`config.mk`:
```
export PLATFORM = sky130hd
export DESIGN_NAME = cau_step
export DESIGN_NICKNAME = d
export VERILOG_FILES = /design/src/hdl/cau_pkg.sv /design/src/hdl/cau_step.sv
export SDC_FILE = /design/constraint.sdc
export NUM_CORES = 1
export LEC_CHECK = 0
export BUFFER_PORTS_ARGS = -buffer_cell sky130_fd_sc_hd__buf_2
export CAP_MARGIN = 20
export CORE_AREA = 2 2 484 486
export DETAILED_ROUTE_END_ITERATION = 8
export DIE_AREA = 0 0 486 488
export PLACE_DENSITY = 0.38
export SYNTH_ARGS = -nofsm -noshare
export SYNTH_HDL_FRONTEND = slang
export SYNTH_SLANG_ARGS = --single-unit
export TNS_END_PERCENT = 5
```
`constraint.sdc`:
```
create_clock -name clk -period 0.8 [get_ports clk]
set_input_delay 0.2 -clock clk [delete_from_list [all_inputs] [get_ports clk]]
set_output_delay 0.2 -clock clk [all_outputs]
set_load 0.02 [all_outputs]
```
`src/hdl/cau_pkg.sv`:
```
// Shared definitions for the complex arithmetic unit: opcodes, status codes,
// the per-stage beat record and the saturation helpers. No dependencies.
`default_nettype none

package cau_pkg;

    localparam int FRAC_BITS_DEF = 16;
    localparam int NSTEP         = 32;   // quotient bits and root bits
    localparam int CORDIC_STEPS  = 30;
    localparam int REM_W         = 96;

    localparam logic [3:0] FN_ADD   = 4'd0;
    localparam logic [3:0] FN_SUB   = 4'd1;
    localparam logic [3:0] FN_NEG   = 4'd2;
    localparam logic [3:0] FN_CONJ  = 4'd3;
    localparam logic [3:0] FN_MUL   = 4'd4;
    localparam logic [3:0] FN_DIV   = 4'd5;
    localparam logic [3:0] FN_EQ    = 4'd6;
    localparam logic [3:0] FN_MOD   = 4'd7;
    localparam logic [3:0] FN_ANGLE = 4'd8;

    localparam logic [1:0] ST_OK   = 2'd0;
    localparam logic [1:0] ST_DIVZ = 2'd1;
    localparam logic [1:0] ST_ZMOD = 2'd2;
    localparam logic [1:0] ST_SAT  = 2'd3;

    localparam logic [31:0] INT_MAX = 32'h7FFF_FFFF;
    localparam logic [31:0] INT_MIN = 32'h8000_0000;

    localparam logic [33:0] HALF_PI_Q30 = 34'h0_6487_ED51;

    localparam logic [31:0] ATAN_Q30 [CORDIC_STEPS] = '{
        32'h3243F6A8, 32'h1DAC6705, 32'h0FADBAFC, 32'h07F56EA6, 32'h03FEAB76,
        32'h01FFD55B, 32'h00FFFAAA, 32'h007FFF55, 32'h003FFFEA, 32'h001FFFFD,
        32'h000FFFFF, 32'h0007FFFF, 32'h0003FFFF, 32'h0001FFFF, 32'h0000FFFF,
        32'h00007FFF, 32'h00003FFF, 32'h00001FFF, 32'h00000FFF, 32'h000007FF,
        32'h000003FF, 32'h000001FF, 32'h000000FF, 32'h0000007F, 32'h0000003F,
        32'h0000001F, 32'h0000000F, 32'h00000008, 32'h00000004, 32'h00000002
    };

    // One beat as it travels through the iteration stages
    typedef struct packed {
        logic [3:0]       func;
        logic [31:0]      res_re;
        logic [31:0]      res_im;
        logic             is_eq;
        logic [1:0]       status;
        logic             divz;
        logic             zmod;
        logic             ovf_re;
        logic             ovf_im;
        logic             neg_re;
        logic             neg_im;
        logic [63:0]      den;
        logic [REM_W-1:0] rem_re;
        logic [REM_W-1:0] rem_im;
        logic [31:0]      q_re;
        logic [31:0]      q_im;
        logic [63:0]      sq_n;
        logic [63:0]      sq_res;
        logic [33:0]      cx;
        logic [33:0]      cy;
        logic [33:0]      cz;
    } step_t;

    // Sign and magnitude to signed 32 bits; bit 32 flags saturation
    function automatic logic [32:0] sat_mag(input logic neg, input logic [64:0] mag);
        logic [32:0] r;
        if (neg) begin
            if (mag > 65'h0_8000_0000)
                r = {1'b1, INT_MIN};
            else
                r = {1'b0, 32'(32'd0 - mag[31:0])};
        end
        else begin
            if (mag > 65'h0_7FFF_FFFF)
                r = {1'b1, INT_MAX};
            else
                r = {1'b0, mag[31:0]};
        end
        return r;
    endfunction

    // Clamp a 33-bit signed value to 32 bits; bit 32 flags saturation
    function automatic logic [32:0] sat33(input logic signed [32:0] v);
        logic [32:0] r;
        if (v > 33'sd2147483647)
            r = {1'b1, INT_MAX};
        else if (v < -33'sd2147483648)
            r = {1'b1, INT_MIN};
        else
            r = {1'b0, v[31:0]};
        return r;
    endfunction

endpackage

`default_nettype wire

```
`src/hdl/cau_step.sv`:
```
// One iteration stage: a quotient bit for both divisions, a root bit and
// one CORDIC rotation while IDX is below CORDIC_STEPS. Depends on cau_pkg.
`default_nettype none

module cau_step #(
    parameter int IDX = 0
) (
    input  wire logic           clk,
    input  wire logic           rst_n,
    input  wire logic           adv,
    input  wire logic           in_valid,
    input  wire cau_pkg::step_t in_data,
    output logic                out_valid,
    output cau_pkg::step_t      out_data
);
    import cau_pkg::*;

    localparam int QK      = NSTEP - 1 - IDX;
    localparam int BIT_POS = 62 - 2 * IDX;
    localparam bit USE_ROT = IDX < CORDIC_STEPS;
    localparam int AI      = USE_ROT ? IDX : 0;

    logic               valid_reg;
    step_t              data_reg, data_next;
    logic [REM_W-1:0]   dsh_w;
    logic [63:0]        bit_w, trial_w;
    logic signed [33:0] x_w, y_w, z_w, ax_w;

    always_comb
    begin
        data_next = in_data;

        // Restoring division, one bit for each part
        dsh_w = REM_W'(in_data.den) << QK;
        if (in_data.rem_re >= dsh_w)
        begin
            data_next.rem_re   = in_data.rem_re - dsh_w;
            data_next.q_re[QK] = 1'b1;
        end
        if (in_data.rem_im >= dsh_w)
        begin
            data_next.rem_im   = in_data.rem_im - dsh_w;
            data_next.q_im[QK] = 1'b1;
        end

        // Integer square root, one bit
        bit_w   = 64'd1 << BIT_POS;
        trial_w = in_data.sq_res + bit_w;
        if (in_data.sq_n >= trial_w)
        begin
            data_next.sq_n   = in_data.sq_n - trial_w;
            data_next.sq_res = (in_data.sq_res >> 1) + bit_w;
        end
        else
        begin
            data_next.sq_res = in_data.sq_res >> 1;
        end

        // CORDIC vectoring rotation, only while IDX is below CORDIC_STEPS
        x_w  = $signed(in_data.cx);
        y_w  = $signed(in_data.cy);
        z_w  = $signed(in_data.cz);
        ax_w = $signed({2'b00, ATAN_Q30[AI]});
        if (USE_ROT)
        begin
            if (!y_w[33])
            begin
                data_next.cx = 34'(x_w + (y_w >>> IDX));
                data_next.cy = 34'(y_w - (x_w >>> IDX));
                data_next.cz = 34'(z_w + ax_w);
            end
            else
            begin
                data_next.cx = 34'(x_w - (y_w >>> IDX));
                data_next.cy = 34'(y_w + (x_w >>> IDX));
                data_next.cz = 34'(z_w - ax_w);
            end
        end
    end

    always_ff @(posedge clk or negedge rst_n)
    begin
        if (!rst_n)
            valid_reg <= 1'b0;
        else if (adv)
            valid_reg <= in_valid;
    end

    always_ff @(posedge clk)
    begin
        if (adv)
            data_reg <= data_next;
    end

    assign out_valid = valid_reg;
    assign out_data  = data_reg;

endmodule

`default_nettype wire

```
==> summary.txt <==
Synth
  – Combinational family with the most area after synthesis: compound AO/OA/AOI/OAI gates
  – Total number of yosys warnings: 0
  – Synth async-reset ratio: 0.001595
  – Mapped Cells: 3786
  – Synth Area in Compound Gates: 0.1923
  – Primary FF master, synth: edfxtp_1
  – Adder-Cell Fraction of Synth Area: 0.1042
  – Post-synthesis xor/xnor area fraction: 0.05926
  – Synth unique cells: 98
  – Mapped Nets: 4744
  – Sequential fraction of the synthesis area: 0.4735
  – #FFs+latches synth: 627
  – Post-synthesis simple-gate area fraction: 0.09930
  – Mux cell area share after synthesis: 0.02792
  – Mapped cell area: 39750 sq um
  – Mean post-synth cell area: 10.50 sq um
  – Number of synthesized flops with an enable pin: 626

GRT
  – Vias in the first global route: 44670
  – Initial antenna violation count: 126
  – Global Route Usage Sum: 0.1970
  – First-pass GRT wire length: 331700 um
  – Grt ovf: 0
  – Largest net degree at the start of global routing: 49

Job
  – Maximum capacitance violations: 0

Floorplan
  – Initial Util: 0.1715
  – Die width: 486 um
  – Die height: 488 um
  – CORE AREA: 231900 sq um
  – Io pins: 1259
  – Num rows: 177
  – Die area: 237200 sq um

Routing
  – Routed len/inst: 24.45 um
  – Residual DRC: 0
  – First DRT Iteration DRCs: 2230
  – Vias per cell: 4.272
  – Routed Antenna Nets: 0
  – TritonRoute pass-1 iters: 5
  – Via count: 43300
  – Final wirelength: 247900 um

Placed design
  – Hpwl dp: 203300 um
  – Area post-placement: 61040 sq um
  – PortBufs: 1258
  – Placer Congestion: 0.9091

Worst hold path
  – Hold depth: 4
  – Worst hold path endpoint: out_data[7]
  – Worst Min Path Start: in_data[7]
  – Hold crit path type: primary input to flip-flop

Finish
  – Layout area overhead: 82.83%
  – Fillers: 24360
  – Layout Nets: 7953
  – Cell area after layout: 72680 sq um
  – Share of layout cells above drive strength 1: 0.4691

Worst setup path
  – CP Class: primary input to flip-flop
  – CP endpoint kind: flip-flop
  – R2R cell count: 1
  – Reg2reg end: out_valid
  – Critical R2R Launch: out_valid
  – R2R setup slack: 0.03 ns
  – CP startpoint kind: primary input
  – Worst-path fanout max: 3
  – Crit path DAT: 3.42 ns
  – Req. time, crit path: 1.28 ns

STA
  – Worst setup margin: -2.143 ns
  – F_max: 339.8 MHz
  – Setup tns final: -1038.51 ns
  – Final setup viols: 1117
  – Final Max Slew Viols: 0
  – Slew margin rel.: 0.5001
  – Post-route clock period utilization: 3.679
  – Tightest Pin Transition: 0.7499 ns
  – Min Hold Slack: -0.05303 ns
  – RSZ-0062 raised after global routing: yes
  – Hold Violations, Final: 3
  – Max Clock Skew: 0 ns
  – Tmin final: 2.943 ns

Power
  – Maximum VDD drop: 0.001462 V
  – Final Power: 133.7 mW
  – Pwr/cell area: 1840 nW/um^2
  – Lkg Pwr: 32.81 nW

Clock tree
  – Clk_lat worst skew: 0.73 ns
  – CTS tree: yes
  – CTS Root Cell: clkbuf_16
  – Clk slew on worst S/H paths: 0.06 ns
  – CTS Buffer Depth: 3
  – Clock sink total: 627
  – H-tree Lvls: 3
  – TritonCTS buffer count: 86

Run status
  – Outcome: finished, violations left
  – Violated checks: hold timing, setup timing
[where the power goes]
group	total (mW)	leakage [nW]	switching [mW]	internal (mW)
combinational	49.7	25.3	27.1	22.6
sequential	43.0	6.14	1.82	41.2
clock	41.0	1.40	17.8	23.2
[kinds of logic (layout without fill, tap and decap cells)]
| logic type | after synthesis | count (layout) |
|---|---|---|
| AOI/OAI and AO/OA | 1180 | 1180 |
| DFF | 627 | 627 |
| and+or+nand+nor | 839 | 839 |
| muxes | 100 | 100 |
| adders and majority gates | 327 | 327 |
| other | 0 | 32 |
| buffers and inverters | 444 | 3720 |
| xor gates and xnor gates | 269 | 269 |
[worst max-delay path: stages]
cell       delay (ns)
buf_8            0.10
ha_4             0.16
fa_2             0.39
nor2b_2          0.14
o31a_1           0.24
o31ai_4          0.08
buf_6            0.15
a21oi_4          0.27
o21ai_4          0.11
a2111oi_4        0.28
buf_4            0.22
o211ai_4         0.14
o31a_1           0.35
o21ai_2          0.18
a221oi_2         0.09
mux2_4           0.29
[routing by layer]
layer / vias up / track usage / share of wire
li1: 20430 / - / -
met4: 76 / 0.1142 / 0.064
met2: 1475 / 0.3488 / 0.50
met5: - / 0 / 0.0020
met3: 507 / 0.05110 / 0.063
met1: 20810 / 0.2113 / 0.37
[worst max-delay path by stage]
stage	start	to	cells past startpoint
final	in_data[486]	out_data[389]	16
after global routing	in_data[486]	out_data[481]	16
after CTS	in_data[325]	out_data[389]	17
after detailed placement	in_data[487]	out_data[327]	18
after global placement	in_data[487]	out_data[337]	18
after floorplan	in_data[421]	out_data[481]	14
[flip-flops by register name (all words and copies together), names as in the netlist]
signal,flops
out_data,626
out_valid,1
[layout by cell type, fill, tap and decap left out, types with 60 or more instances in the layout]
cell,netlist,layout
edfxtp_1,626,626
nand2_1,270,266
xor2_1,97,96
a21o_1,172,172
o21ai_0,244,199
a21oi_1,396,337
inv_1,285,256
dlygate4sd3_1,0,537
nor2_1,246,216
clkbuf_16,0,93
buf_4,1,1371
mux2_2,79,69
buf_12,0,89
xnor2_1,172,166
ha_1,320,270
o21bai_1,67,66
buf_2,41,1209
nand4_1,60,60
[cells in the mapped netlist, drive strengths merged (32+ instances only)]
cell type    n  area (sq um)
ha         320          4004
nor2b       32         200.2
xnor2      172          1506
nand2      270          1013
inv        285          1070
buf         49         246.5
nor2       246         923.4
a31oi       37         267.8
nor3        32         170.2
o21ai      258          1299
nand4       60         375.4
nand2b      34         212.7
mux2        84         949.7
o21a        36         270.3
clkbuf     107         402.9
xor2        97         849.6
o21bai      67         503.0
a21oi      400          2024
nand3       41         205.2
edfxtp     626         18800
a21o       172          1291
[metrics by stage]
| step | util | worst slack (ns) | hold slack, ns | cells |
|---|---|---|---|---|
| after global placement | 0.2632 | -3.227 | -0.02403 | 9340 |
| final | 0.3135 | -2.143 | -0.05303 | 10140 |
| after global routing | 0.3133 | -2.182 | -0.08248 | 10120 |
| after floorplan | - | -2.363 | -0.09559 | 3786 |
| after detailed placement | 0.2632 | -3.256 | -0.01848 | 9340 |
| after CTS | 0.3040 | -2.076 | -0.3219 | 10060 |
[cell type report]
cell class / count / area (sq um) / share of cell area
Clock buffer: 96 / 2211 / 0.03042
Tap cell: 3043 / 3807 / 0.05239
Clock inverter: 59 / 715.7 / 0.009847
Multi-Input combinational cell: 2715 / 21340 / 0.2937
Timing Repair Buffer: 3277 / 24560 / 0.3379
Inverter: 288 / 1141 / 0.01570
Antenna cell: 32 / 80.08 / 0.001102
Sequential cell: 627 / 18820 / 0.2590
[timing repair]
item	in CTS	in global routing
buffers inserted	22	48
resized for setup	175	367
endpoints found under the setup margin	920	1117
hold buffers	535	2
cloned	5	9
endpoints found under the hold margin	560	6
pin swaps	43	130
Power figures use the tool's default switching activity.
