### config.mk
export PLATFORM = sky130hd
export DESIGN_NAME = cau_back
export DESIGN_NICKNAME = d
export VERILOG_FILES = /design/src/hdl/cau_pkg.sv /design/src/hdl/cau_back.sv
export SDC_FILE = /design/constraint.sdc
export NUM_CORES = 1
export LEC_CHECK = 0
export BUFFER_PORTS_ARGS = -buffer_cell sky130_fd_sc_hd__buf_2
export CORE_AREA = 4 4 268 270
export CTS_CLUSTER_DIAMETER = 50
export DETAILED_ROUTE_END_ITERATION = 10
export DIE_AREA = 0 0 272 274
export GPL_TIMING_DRIVEN = 0
export SYNTH_ARGS = -nofsm -noshare
export SYNTH_HDL_FRONTEND = slang
export SYNTH_SLANG_ARGS = --single-unit
### constraint.sdc
create_clock -name clk -period 1.5 [get_ports clk]
set_clock_uncertainty 0.2 [all_clocks]
set_input_delay 0.075 -clock clk [delete_from_list [all_inputs] [get_ports clk]]
set_output_delay 0.075 -clock clk [all_outputs]
set_load 0.05 [all_outputs]
### src/hdl/cau_pkg.sv
// Shared definitions for the complex arithmetic unit: opcodes, status codes,
// the per-stage beat record and the saturation helpers. No dependencies.
`default_nettype none

package cau_pkg;

    localparam int FRAC_BITS_DEF = 16;
    localparam int NSTEP         = 32;   // quotient bits and root bits
    localparam int CORDIC_STEPS  = 30;
    localparam int REM_W         = 96;

    localparam logic [3:0] FN_ADD   = 4'd0;
    localparam logic [3:0] FN_SUB   = 4'd1;
    localparam logic [3:0] FN_NEG   = 4'd2;
    localparam logic [3:0] FN_CONJ  = 4'd3;
    localparam logic [3:0] FN_MUL   = 4'd4;
    localparam logic [3:0] FN_DIV   = 4'd5;
    localparam logic [3:0] FN_EQ    = 4'd6;
    localparam logic [3:0] FN_MOD   = 4'd7;
    localparam logic [3:0] FN_ANGLE = 4'd8;

    localparam logic [1:0] ST_OK   = 2'd0;
    localparam logic [1:0] ST_DIVZ = 2'd1;
    localparam logic [1:0] ST_ZMOD = 2'd2;
    localparam logic [1:0] ST_SAT  = 2'd3;

    localparam logic [31:0] INT_MAX = 32'h7FFF_FFFF;
    localparam logic [31:0] INT_MIN = 32'h8000_0000;

    localparam logic [33:0] HALF_PI_Q30 = 34'h0_6487_ED51;

    localparam logic [31:0] ATAN_Q30 [CORDIC_STEPS] = '{
        32'h3243F6A8, 32'h1DAC6705, 32'h0FADBAFC, 32'h07F56EA6, 32'h03FEAB76,
        32'h01FFD55B, 32'h00FFFAAA, 32'h007FFF55, 32'h003FFFEA, 32'h001FFFFD,
        32'h000FFFFF, 32'h0007FFFF, 32'h0003FFFF, 32'h0001FFFF, 32'h0000FFFF,
        32'h00007FFF, 32'h00003FFF, 32'h00001FFF, 32'h00000FFF, 32'h000007FF,
        32'h000003FF, 32'h000001FF, 32'h000000FF, 32'h0000007F, 32'h0000003F,
        32'h0000001F, 32'h0000000F, 32'h00000008, 32'h00000004, 32'h00000002
    };

    // One beat as it travels through the iteration stages
    typedef struct packed {
        logic [3:0]       func;
        logic [31:0]      res_re;
        logic [31:0]      res_im;
        logic             is_eq;
        logic [1:0]       status;
        logic             divz;
        logic             zmod;
        logic             ovf_re;
        logic             ovf_im;
        logic             neg_re;
        logic             neg_im;
        logic [63:0]      den;
        logic [REM_W-1:0] rem_re;
        logic [REM_W-1:0] rem_im;
        logic [31:0]      q_re;
        logic [31:0]      q_im;
        logic [63:0]      sq_n;
        logic [63:0]      sq_res;
        logic [33:0]      cx;
        logic [33:0]      cy;
        logic [33:0]      cz;
    } step_t;

    // Sign and magnitude to signed 32 bits; bit 32 flags saturation
    function automatic logic [32:0] sat_mag(input logic neg, input logic [64:0] mag);
        logic [32:0] r;
        if (neg) begin
            if (mag > 65'h0_8000_0000)
                r = {1'b1, INT_MIN};
            else
                r = {1'b0, 32'(32'd0 - mag[31:0])};
        end
        else begin
            if (mag > 65'h0_7FFF_FFFF)
                r = {1'b1, INT_MAX};
            else
                r = {1'b0, mag[31:0]};
        end
        return r;
    endfunction

    // Clamp a 33-bit signed value to 32 bits; bit 32 flags saturation
    function automatic logic [32:0] sat33(input logic signed [32:0] v);
        logic [32:0] r;
        if (v > 33'sd2147483647)
            r = {1'b1, INT_MAX};
        else if (v < -33'sd2147483648)
            r = {1'b1, INT_MIN};
        else
            r = {1'b0, v[31:0]};
        return r;
    endfunction

endpackage

`default_nettype wire

### src/hdl/cau_back.sv
// Result stage: final saturation, angle rounding, opcode select and the
// output register. Depends on cau_pkg.
`default_nettype none

module cau_back #(
    parameter int FRAC_BITS = cau_pkg::FRAC_BITS_DEF
) (
    input  wire logic           clk,
    input  wire logic           rst_n,
    input  wire logic           adv,
    input  wire logic           in_valid,
    input  wire cau_pkg::step_t in_data,
    output logic                out_valid,
    output logic [31:0]         res_re,
    output logic [31:0]         res_im,
    output logic                is_equal,
    output logic [1:0]          status
);
    import cau_pkg::*;

    localparam int SH = 30 - FRAC_BITS;

    logic        valid_reg;
    logic [31:0] res_re_reg, res_im_reg, res_re_next, res_im_next;
    logic        eq_reg, eq_next;
    logic [1:0]  status_reg, status_next;
    logic [32:0] qre_w, qim_w, mod_w;
    logic [33:0] zc_w, rnd_w;

    always_comb
    begin
        qre_w = in_data.ovf_re ? {1'b1, in_data.neg_re ? INT_MIN : INT_MAX}
                               : sat_mag(in_data.neg_re, 65'(in_data.q_re));
        qim_w = in_data.ovf_im ? {1'b1, in_data.neg_im ? INT_MIN : INT_MAX}
                               : sat_mag(in_data.neg_im, 65'(in_data.q_im));
        mod_w = sat_mag(1'b0, 65'(in_data.sq_res));
        zc_w  = in_data.cz[33] ? '0 : in_data.cz;
        rnd_w = zc_w + (34'd1 << (SH - 1));

        res_re_next = in_data.res_re;
        res_im_next = in_data.res_im;
        status_next = in_data.status;
        eq_next     = in_data.is_eq;
        case (in_data.func)
            FN_DIV:
            begin
                if (in_data.divz)
                begin
                    res_re_next = '0;
                    res_im_next = '0;
                    status_next = ST_DIVZ;
                end
                else
                begin
                    res_re_next = qre_w[31:0];
                    res_im_next = qim_w[31:0];
                    status_next = (qre_w[32] || qim_w[32]) ? ST_SAT : ST_OK;
                end
            end
            FN_MOD:
            begin
                res_re_next = mod_w[31:0];
                res_im_next = '0;
                status_next = mod_w[32] ? ST_SAT : ST_OK;
            end
            FN_ANGLE:
            begin
                res_im_next = '0;
                if (in_data.zmod)
                begin
                    res_re_next = '0;
                    status_next = ST_ZMOD;
                end
                else
                begin
                    res_re_next = 32'(rnd_w >> SH);
                    status_next = ST_OK;
                end
            end
            default:
            begin
                res_re_next = in_data.res_re;
            end
        endcase
    end

    always_ff @(posedge clk or negedge rst_n)
    begin
        if (!rst_n)
            valid_reg <= 1'b0;
        else if (adv)
            valid_reg <= in_valid;
    end

    // Hold the beat until it is taken
    always_ff @(posedge clk)
    begin
        if (adv)
        begin
            res_re_reg <= res_re_next;
            res_im_reg <= res_im_next;
            eq_reg     <= eq_next;
            status_reg <= status_next;
        end
    end

    assign out_valid = valid_reg;
    assign res_re    = res_re_reg;
    assign res_im    = res_im_reg;
    assign is_equal  = eq_reg;
    assign status    = status_reg;

endmodule

`default_nettype wire

==> flow_metrics.tcl <==
set metrics [dict create \
    grt_pass1_vias 7960 \
    worstPathMaxFanout 6 \
    fp.dieW_um 272 \
    cpMostUsedCell "or3_4" \
    firstDrtPassIters 5 \
    slew_headroom_pct 40.2 \
    antenna_found_initial 41 \
    cp_slowest_cell "or3_4" \
    synth_xor_area_share_pct 6.63 \
    worstHoldPathType "in -> reg" \
    status "finished with violations" \
    ios 699 \
    die-area_mm2 0.0745 \
    grt_util_all_layers_pct 12.5 \
    syn-num-nets 1346 \
    drtIter0Drc 575 \
    worstSetupStartpointType "primary input" \
    fin_crit_ns 2.15 \
    num_rows 97 \
    grt-ovfl-total 0 \
    tightestPinTransition_ns 0.894 \
    fillers 7758 \
    clk_pin_slew_ns 0.06 \
    p_leak_nw 4.63 \
    synth_edf_count 67 \
    layout-drive-gt1-share_pct 48.2 \
    core_mm2 0.0695 \
    avgSynthCellArea_um2 8.17 \
    clock.fmax_mhz 465 \
    p_per_area_mw_per_mm2 608 \
    yosys_warnings 0 \
    syn_inst 712 \
    netlist_area_mm2 0.00582 \
    ant_nets 0 \
    worst_slack_ns -0.650 \
    hold_viol 0 \
    cts_sinks 68 \
    cts.path.max_buffers 2 \
    stdcell_count 2188 \
    setup_violations 83 \
    maxCapViolCount 0 \
    grt_pass1_wl_um 64300 \
    hpwl_um 38200 \
    path_cells "buf_8 > or3_4 > nor4_4 > buf_4 > a41oi_4 > or3_4 > or3_4 > nand3_4" \
    violations "negative setup slack" \
    critical_path_required_ns 1.53 \
    endpoint_kind "flip-flop" \
    path_class "in -> reg" \
    crit_arrival_ns 2.18 \
    start_util_pct 8.36 \
    fin_tns_setup_ns -33.88 \
    synth-simple-area-share_pct 27.3 \
    place_inst 1946 \
    drc 0 \
    synth-compound-area-share_pct 25.4 \
    rsz0062_at_grt "yes" \
    viasPerCell 3.80 \
    synth_cell_types 70 \
    io_buffers 293 \
    slew_viol_final 0 \
    critical-path-top-delay-family "simple AND/OR/NAND/NOR gates" \
    fin_crit_sh_pct 143 \
    grt_max_degree 52 \
    synth-seq-area-share_pct 35.0 \
    gp_congestion 0.862 \
    die_h_um 274 \
    tritoncts "built" \
    root_buffer "clkbuf_16" \
    synthMuxAreaShare_pct 1.23 \
    finalWirelength_um 49500 \
    htree_levels 3 \
    async_reset_ff_share_pct 1.47 \
    synth_top_family_by_area "simple AND/OR/NAND/NOR gates" \
    synth_ff_type "edfxtp_1" \
    multi_input_area_mm2 0.00461 \
    peakVddDrop_v 0.000401 \
    synthAdderAreaFrac_pct 0.645 \
    clk_latency_ns 0.37 \
    register_area_mm2 0.00204 \
    fin_nets 1859 \
    route.vias.total 8310 \
    cts_made_buffers 9 \
    wl_per_cell_um 22.6 \
    syn2layout_area_growth_pct 113 \
    critPathBufInv 2 \
    cp_slowest_stage_delay_ns 0.48 \
    synth_seq_cells 68 \
]
-- cell type report --
cell class / count / share of cell area, %
Multi-Input combinational cell: 588 / 37.3
Timing Repair Buffer: 513 / 30.8
Sequential cell: 68 / 16.4
Tap cell: 940 / 9.50
Buffer: 33 / 2.89
Clock buffer: 10 / 1.85
Clock inverter: 6 / 0.515
Inverter: 12 / 0.364
Antenna cell: 18 / 0.364
-- power by group --
part           switching (W)  internal [W]  leakage (nW)
Sequential         0.0000475       0.00231         0.665
Clock                0.00101       0.00129         0.139
Combinational        0.00180       0.00108          3.82
-- Yosys cell counts (4+ instances only) --
cell | n | area, µm²
edfxtp_1 | 67 | 2010
o2111ai_1 | 4 | 35.0
or3_1 | 16 | 100
mux2i_1 | 6 | 60.1
o22ai_1 | 6 | 37.5
a21o_1 | 8 | 60.1
nand2_1 | 67 | 251
a211o_1 | 5 | 43.8
xnor2_1 | 30 | 263
clkbuf_1 | 38 | 143
xor2_1 | 14 | 123
o21ai_0 | 66 | 330
buf_2 | 4 | 20.0
inv_1 | 12 | 45.0
and4_1 | 4 | 35.0
o21a_1 | 8 | 60.1
o21ai_1 | 9 | 45.0
a21oi_1 | 36 | 180
and3_1 | 13 | 81.3
nor3_1 | 30 | 150
o211ai_1 | 13 | 97.6
nor4_1 | 24 | 150
a311o_1 | 4 | 40.0
or4_1 | 8 | 60.1
nand3b_1 | 4 | 30.0
and2_1 | 4 | 25.0
a211oi_1 | 4 | 30.0
nor2_1 | 71 | 267
a31oi_1 | 18 | 113
nand3_1 | 22 | 110
nand4_1 | 14 | 87.6
nand2b_1 | 9 | 56.3
or2_2 | 6 | 37.5
a22oi_1 | 6 | 45.0
-- cell families after synthesis --
family / Yosys count
AOI/OAI and AO/OA: 225
xor gates and xnor gates: 44
adders and majority gates: 3
buffers and inverters: 57
DFF: 68
muxes: 7
and+or+nand+nor: 308
-- cells in the final DEF (no fill, tap or decap), types with 12 or more instances in the layout --
cell type      instances
a21oi_2               16
nor2_1                61
diode_2               18
clkbuf_16             18
inv_1                 12
xnor2_1               28
o21ai_2               26
a21oi_1               18
nand4_1               14
buf_6                 25
dlygate4sd3_1        135
nor3_1                18
buf_4                 61
xor2_1                14
o21ai_0               36
edfxtp_1              67
buf_2                274
nand2_1               56
o211ai_1              13
nand3_1               18
-- per-layer routing --
metal	routed length (µm)	vias up	GRT usage (%)	share of wire (%)
met3	6120	102	6.62	12
met2	20000	448	17.6	40
met1	21600	3904	16.3	44
met5	245	-	0	0.49
li1	-	3816	-	-
met4	1590	40	4.46	3.2
-- worst min-delay path, delay by kind of cell --
| family | cells | cell delay, ns |
|---|---|---|
| AOI/OAI and AO/OA | 3 | 0.28 |
| buffers and inverters | 1 | 0.12 |
-- stage by stage --
| step | total power [W] | instance area (µm²) | setup slack, ns | util, % | hold WS (ns) |
|---|---|---|---|---|---|
| 5_1_grt | 0.00786 | 12400 | -0.713 | 17.8 | 0.00853 |
| 4_1_cts | 0.00754 | 11800 | -0.656 | 17.0 | 0.0000623 |
| 2_1_floorplan | 0.00361 | 6240 | -0.886 | - | -0.421 |
| 3_5_place_dp | 0.00462 | 8910 | -2.13 | 12.8 | -0.349 |
| 6_report | 0.00753 | 12400 | -0.650 | 17.8 | 0.0126 |
| 3_3_place_gp | 0.00461 | 8880 | -2.15 | 12.8 | -0.350 |
-- path summary, 6_finish.rpt --
check,from,endpoint,slack [ns],depth (start not counted)
max,in_data[236],res_im[25],-0.65,8
min,in_data[251],res_im[21],0.01,4
max reg2reg,out_valid,out_valid,0.54,1
min reg2reg,out_valid,out_valid,0.33,1
max in group asynchronous,rst_n,out_valid,0.63,3
min in group asynchronous,rst_n,out_valid,0.36,3
-- what timing repair did --
item                                    in CTS  in global routing
resized for setup                          192                 81
setup buffers                               53                 29
hold endpoints to repair                    86                 18
endpoints found under the setup margin      66                 83
cloned                                       7                  0
pin swaps                                   76                 56
hold buffers                               134                  2
Power figures use the tool's default switching activity.
